===== src/sv/shd_pkg.sv =====
`timescale 1ns / 1ps

package shd_pkg;

  localparam int unsigned AdcW   = 12;
  localparam int unsigned TimeW  = 32;
  localparam int unsigned DelayW = 16;
  localparam int unsigned CfgW   = 16;
  localparam int unsigned CfgIdxW = 3;

  typedef enum logic [CfgIdxW-1:0] {
    REG_ANALOG_MODE     = 3'd0,
    REG_LOWER_THRESHOLD = 3'd1,
    REG_UPPER_THRESHOLD = 3'd2,
    REG_INVERT_WORK     = 3'd3,
    REG_DEBOUNCE_MS     = 3'd4
  } cfg_reg_e;

  localparam logic [AdcW-1:0]   LowerThrRst   = 12'd1638;
  localparam logic [AdcW-1:0]   UpperThrRst   = 12'd2457;
  localparam logic [DelayW-1:0] DebounceMsRst = 16'd50;

  // status of one debounced switch, as seen by the top level
  typedef struct packed {
    logic stable;       // debounced level before this transaction
    logic stable_next;  // debounced level after this transaction
    logic changed;      // level is taken in this transaction
  } shd_status_t;

endpackage


===== src/sv/shd_settle.sv =====
`timescale 1ns / 1ps

module shd_settle import shd_pkg::*; (
  input  logic              clk_i,
  input  logic              rst_ni,
  input  logic              en_i,
  input  logic              raw_i,
  input  logic [TimeW-1:0]  now_i,
  input  logic [DelayW-1:0] delay_i,
  output shd_status_t       status_o
);

  logic             seen_q, seen_d;
  logic             stable_q, stable_d;
  logic [TimeW-1:0] since_q, since_d;
  logic [TimeW-1:0] elapsed;
  logic             raw_moved;
  logic             ripe;

  assign raw_moved = (raw_i != seen_q);
  // wraps modulo 2^32, so a clock that runs backward reads as a long wait
  assign elapsed   = now_i - since_q;
  assign ripe      = !raw_moved && (seen_q != stable_q) &&
                     (elapsed >= {{(TimeW-DelayW){1'b0}}, delay_i});

  always_comb begin
    seen_d   = seen_q;
    stable_d = stable_q;
    since_d  = since_q;
    if (en_i) begin
      if (raw_moved) begin
        seen_d  = raw_i;
        since_d = now_i;
      end else if (ripe) begin
        stable_d = seen_q;
      end
    end
  end

  always_ff @(posedge clk_i or negedge rst_ni) begin
    if (!rst_ni) begin
      seen_q   <= 1'b0;
      stable_q <= 1'b0;
      since_q  <= '0;
    end else begin
      seen_q   <= seen_d;
      stable_q <= stable_d;
      since_q  <= since_d;
    end
  end

  assign status_o.stable      = stable_q;
  assign status_o.stable_next = ripe ? seen_q : stable_q;
  assign status_o.changed     = ripe;

endmodule


===== src/sv/switch_hysteresis_debounce_top.sv =====
`timescale 1ns / 1ps
// An input transaction passes the input register, then the result register,
// which holds it while the result side stalls. Throughput: one transaction
// per cycle unless the result side stalls; switch timers update as it advances.
// Reset (async, active low) clears both switch timers and states, empties the
// pipeline and loads the configuration registers with their power-on values.

module switch_hysteresis_debounce_top import shd_pkg::*; (
  input  logic               clk_i,
  input  logic               rst_ni,
  input  logic               cfg_we_i,
  input  logic [CfgIdxW-1:0] cfg_index_i,
  input  logic [CfgW-1:0]    cfg_wdata_i,
  input  logic               in_valid_i,
  output logic               in_stall_o,
  input  logic [TimeW-1:0]   now_ms_i,
  input  logic [AdcW-1:0]    work_analog_i,
  input  logic               work_pin_i,
  input  logic               steer_pin_i,
  output logic               out_valid_o,
  input  logic               out_stall_i,
  output logic               work_state_o,
  output logic               work_changed_o,
  output logic               steer_state_o,
  output logic               steer_changed_o
);

  // configuration
  logic              analog_mode_q;
  logic [AdcW-1:0]   lower_thr_q;
  logic [AdcW-1:0]   upper_thr_q;
  logic              invert_work_q;
  logic [DelayW-1:0] debounce_ms_q;

  always_ff @(posedge clk_i or negedge rst_ni) begin
    if (!rst_ni) begin
      analog_mode_q <= 1'b0;
      lower_thr_q   <= LowerThrRst;
      upper_thr_q   <= UpperThrRst;
      invert_work_q <= 1'b0;
      debounce_ms_q <= DebounceMsRst;
    end else if (cfg_we_i) begin
      case (cfg_reg_e'(cfg_index_i))
        REG_ANALOG_MODE:     analog_mode_q <= cfg_wdata_i[0];
        REG_LOWER_THRESHOLD: lower_thr_q   <= cfg_wdata_i[AdcW-1:0];
        REG_UPPER_THRESHOLD: upper_thr_q   <= cfg_wdata_i[AdcW-1:0];
        REG_INVERT_WORK:     invert_work_q <= cfg_wdata_i[0];
        REG_DEBOUNCE_MS:     debounce_ms_q <= cfg_wdata_i[DelayW-1:0];
        default: ;
      endcase
    end
  end

  // input stage
  logic             s1_valid_q, s1_valid_d;
  logic [TimeW-1:0] s1_now_q;
  logic [AdcW-1:0]  s1_analog_q;
  logic             s1_wpin_q;
  logic             s1_spin_q;
  logic             out_valid_q, out_valid_d;
  logic             in_accept;
  logic             advance;

  assign advance    = s1_valid_q && (!out_valid_q || !out_stall_i);
  assign in_stall_o = s1_valid_q && !advance;
  assign in_accept  = in_valid_i && !in_stall_o;
  assign s1_valid_d = in_accept || (s1_valid_q && !advance);
  assign out_valid_d = advance || (out_valid_q && out_stall_i);

  always_ff @(posedge clk_i or negedge rst_ni) begin
    if (!rst_ni) begin
      s1_valid_q  <= 1'b0;
      out_valid_q <= 1'b0;
    end else begin
      s1_valid_q  <= s1_valid_d;
      out_valid_q <= out_valid_d;
    end
  end

  always_ff @(posedge clk_i) begin
    if (in_accept) begin
      s1_now_q    <= now_ms_i;
      s1_analog_q <= work_analog_i;
      s1_wpin_q   <= work_pin_i;
      s1_spin_q   <= steer_pin_i;
    end
  end

  // raw levels
  shd_status_t work_st, steer_st;
  logic        work_raw;

  always_comb begin
    if (analog_mode_q) begin
      // lower test wins when the thresholds are crossed
      if (s1_analog_q < lower_thr_q) begin
        work_raw = !invert_work_q;
      end else if (s1_analog_q > upper_thr_q) begin
        work_raw = invert_work_q;
      end else begin
        work_raw = work_st.stable;  // hold band
      end
    end else begin
      work_raw = !s1_wpin_q;
    end
  end

  shd_settle u_work (
    .clk_i    (clk_i),
    .rst_ni   (rst_ni),
    .en_i     (advance),
    .raw_i    (work_raw),
    .now_i    (s1_now_q),
    .delay_i  (debounce_ms_q),
    .status_o (work_st)
  );

  shd_settle u_steer (
    .clk_i    (clk_i),
    .rst_ni   (rst_ni),
    .en_i     (advance),
    .raw_i    (!s1_spin_q),
    .now_i    (s1_now_q),
    .delay_i  (debounce_ms_q),
    .status_o (steer_st)
  );

  // result register
  logic work_state_q, work_changed_q, steer_state_q, steer_changed_q;

  always_ff @(posedge clk_i) begin
    if (advance) begin
      work_state_q    <= work_st.stable_next;
      work_changed_q  <= work_st.changed;
      steer_state_q   <= steer_st.stable_next;
      steer_changed_q <= steer_st.changed;
    end
  end

  assign out_valid_o     = out_valid_q;
  assign work_state_o    = work_state_q;
  assign work_changed_o  = work_changed_q;
  assign steer_state_o   = steer_state_q;
  assign steer_changed_o = steer_changed_q;

endmodule


===== config.mk =====
export PLATFORM = sky130hd
export DESIGN_NAME = switch_hysteresis_debounce_top
export DESIGN_NICKNAME = d
export VERILOG_FILES = /design/src/sv/shd_pkg.sv /design/src/sv/shd_settle.sv /design/src/sv/switch_hysteresis_debounce_top.sv
export SDC_FILE = /design/constraint.sdc
export NUM_CORES = 1
export LEC_CHECK = 0
export ABC_AREA = 0
export BUFFER_PORTS_ARGS = -buffer_cell sky130_fd_sc_hd__buf_2
export CAP_MARGIN = 5
export CORE_MARGIN = 10
export CORE_UTILIZATION = 48
export CTS_CLUSTER_DIAMETER = 80
export DETAILED_ROUTE_END_ITERATION = 10
export GPL_TIMING_DRIVEN = 0
export PLACE_DENSITY = 0.69
export SLEW_MARGIN = 10
export SYNTH_ARGS = -nofsm -noshare
export SYNTH_HDL_FRONTEND = slang
export SYNTH_HIERARCHICAL = 1
export SYNTH_SLANG_ARGS = --single-unit

===== constraint.sdc =====
create_clock -name clk_i -period 5.46 [get_ports clk_i]
set_clock_uncertainty 0.05 [all_clocks]
set_input_delay 0 -clock clk_i [delete_from_list [all_inputs] [get_ports clk_i]]
set_output_delay 0 -clock clk_i [all_outputs]
set_load 0.1 [all_outputs]

==> qor.yml <==
ys_warn_count: 6
slew_violations: 0
top_level_ports: 76
die_h_um: 174.8
cts_max_level: 4
drv_cap: 0
final_core_util_pct: 57.93
holdWs_ps: -7.174
seqCellArea_um2: 4323
hpwl_mm: 22.45
layout.nets: 1544
crit_path_max_fanout: 5
hp-class: "primary input to asynchronous set/reset pin"
syn_avg_cell_area_um2: 9.694
reg2reg_from: "s1_now_q[0]"
cp.arrival_ps: 5330
wl_mm: 29.46
rrSetupSlack_ps: 290
clkSlewWorstSetupHoldPaths_ps: 90
fin_crit_sh_pct: 94.60
gr-usage-met2_pct: 32.09
finalWorstSetupSlack_ps: 294.9
first_iter_violations: 498
die_w_um: 174.8
drtAntennaViolNets: 0
n_antenna_cell: 0
drcViolationCount: 0
peakVddDrop_mv: 0.3157
firstDrtPassIters: 5
cp_slowest_stage_delay_ps: 650
ctsLongestPathBuffers: 2
cpMaxStageDelayCell: "nor4_2"
rows: 56
drt-wirelength-per-cell_um: 17.46
critPathCapture: "steer_changed_o"
cp.depth: 21
multiInputGateArea_um2: 6402
clkLatencyLatePin_ps: 450
syn_area_um2: 11500
max_freq_mhz: 193.6
gr-usage-met3_pct: 2.695
synthCells: 1186
grt_pass1_wl_mm: 47.32
fp.dieArea_um2: 30540
reg2regPathDepth: 21
place_ws_ps: 363.7
syn_to_final_growth_pct: 18.62
grt_util_all_layers_pct: 19.03
crit_path_end_kind: "flip-flop"
crit_chain: "inv_1 > ha_1 > fa_1 > and2b_1 > o2111ai_2 > a21oi_4 > o21ai_2 > and2_1 > o21ai_0 > xor2_1 > ha_1 > nand4_1 > a21oi_1 > a2111oi_4 > o211ai_1 > nor4_2 > nand4_1 > nor4_2 > and2_2 > nor2_1 > buf_4"
p_seq_share_pct: 25.1
final.min_clock_period_ps: 5165
busiest_layer: "met2"
startpoint: "s1_now_q[0]"
power.density_nw_per_um2: 523.2
postCtsSetupBuffers: 0
grt_max_degree: 68
grtUsageMet1_pct: 24.83
grt_pass1_vias: 9331
path_class: "flip-flop to flip-flop"
comb_power_share_pct: 58.0
cpLargestDelayFamily: "simple AND/OR/NAND/NOR gates"
cp.buffers_inverters: 2
rsz0062_at_grt: "false"
vias: 9312
violations: "negative hold slack"
power.total_uw: 7136
internal_power_uw: 3975
r2r_end: "steer_changed_o"
overflow: 0
switching_power_uw: 3161
startpoint_type: "flip-flop"
hold_viol_final: 4
relSlewSlack_pct: 33.04
core_um2: 23540
antenna_found_initial: 0
io_buffers: 75
vias_per_cell: 5.520
gp_congestion: 0.8986
start_util_pct: 48.84
cts_buffers: 17
syn_nets: 1375
p_leak_uw: 0.006108
switching_share_pct: 44.30
clkPwrFrac_pct: 16.9
drive_gt1_share_pct: 20.18
status: "complete, but fails checks"
cts_tree: "done"
cts-root-buf: "clkbuf_16"
fillers: 2069
tightest_slew_ps: 979.0
crit_required_ps: 5630
cts_sinks: 162
tns_ps: 0
finalSetupViolCount: 0
[power groups by stage]
stage	combinational (uW)	clock (uW)	sequential, uW
CTS	4100	1230	1790
global placement	3950	0	1800
global route	4590	1280	1830
floorplan	3090	0	1800
finish	4140	1210	1790
detailed placement	4010	0	1810
[routing by layer]
metal | vias to the layer above | wire [um]
li1 | 4608 | -
met1 | 4510 | 13740
met2 | 164 | 14250
met3 | 30 | 937
met4 | 0 | 530
met5 | - | 0
[cell usage in the layout, fill, tap and decap left out, types with 7 or more instances in the layout]
master,count
o31ai_1,8
ha_1,117
a211o_1,7
clkbuf_16,17
buf_2,90
edfxtp_1,50
nor3_1,23
xnor2_1,20
dlygate4sd3_1,72
mux2_2,83
inv_1,138
dfstp_2,15
nand4_1,35
nand3_1,26
xor2_1,16
o21ai_0,60
nor2b_1,11
nand2_1,96
a211oi_1,8
o211ai_1,14
o21ai_1,9
a21oi_1,77
a31oi_1,9
dfrtp_1,97
nor2_1,63
a21oi_2,7
o21a_1,22
a21o_1,24
mux2i_1,8
clkbuf_1,13
[flip-flops by register name, indices dropped and copies added, names as in the netlist, 12 cells and up]
| name | count |
|---|---|
| upper_thr_q | 12 |
| s1_now_q | 32 |
| debounce_ms_q | 16 |
| u_work/since_q | 32 |
| s1_analog_q | 12 |
| lower_thr_q | 12 |
| u_steer/since_q | 32 |
[through the flow]
stage	std cells	area, um2
final	1687	13640
after global routing	1687	13640
after CTS	1687	13640
after detailed placement	1583	12330
after global placement	1580	12270
after floorplan	1186	11500
[timing repair]
| item | CTS | global route |
|---|---|---|
| resized for setup | 0 | 0 |
| hold buffers | 72 | 0 |
| endpoints found under the hold margin | 192 | 0 |
[how the worst min path moves through the flow]
stage,endpoint,slack (ps),cells after the start
CTS,upper_thr_q[1],6,2
global placement,s1_analog_q[3],130,1
finish,upper_thr_q[1],-7,2
floorplan,analog_mode_q,-350,0
global route,upper_thr_q[1],40,2
detailed placement,lower_thr_q[0],-90,1
[layout make-up]
type / count / share of cell area [%]
multi-input cells: 846 / 46.94
flip-flops and latches: 162 / 31.70
repair buffers: 150 / 8.486
inverters: 138 / 3.798
clock buffers: 17 / 3.119
well taps: 319 / 2.927
plain buffers: 40 / 1.872
clock inverters: 15 / 1.156
Power figures use the tool's default switching activity.
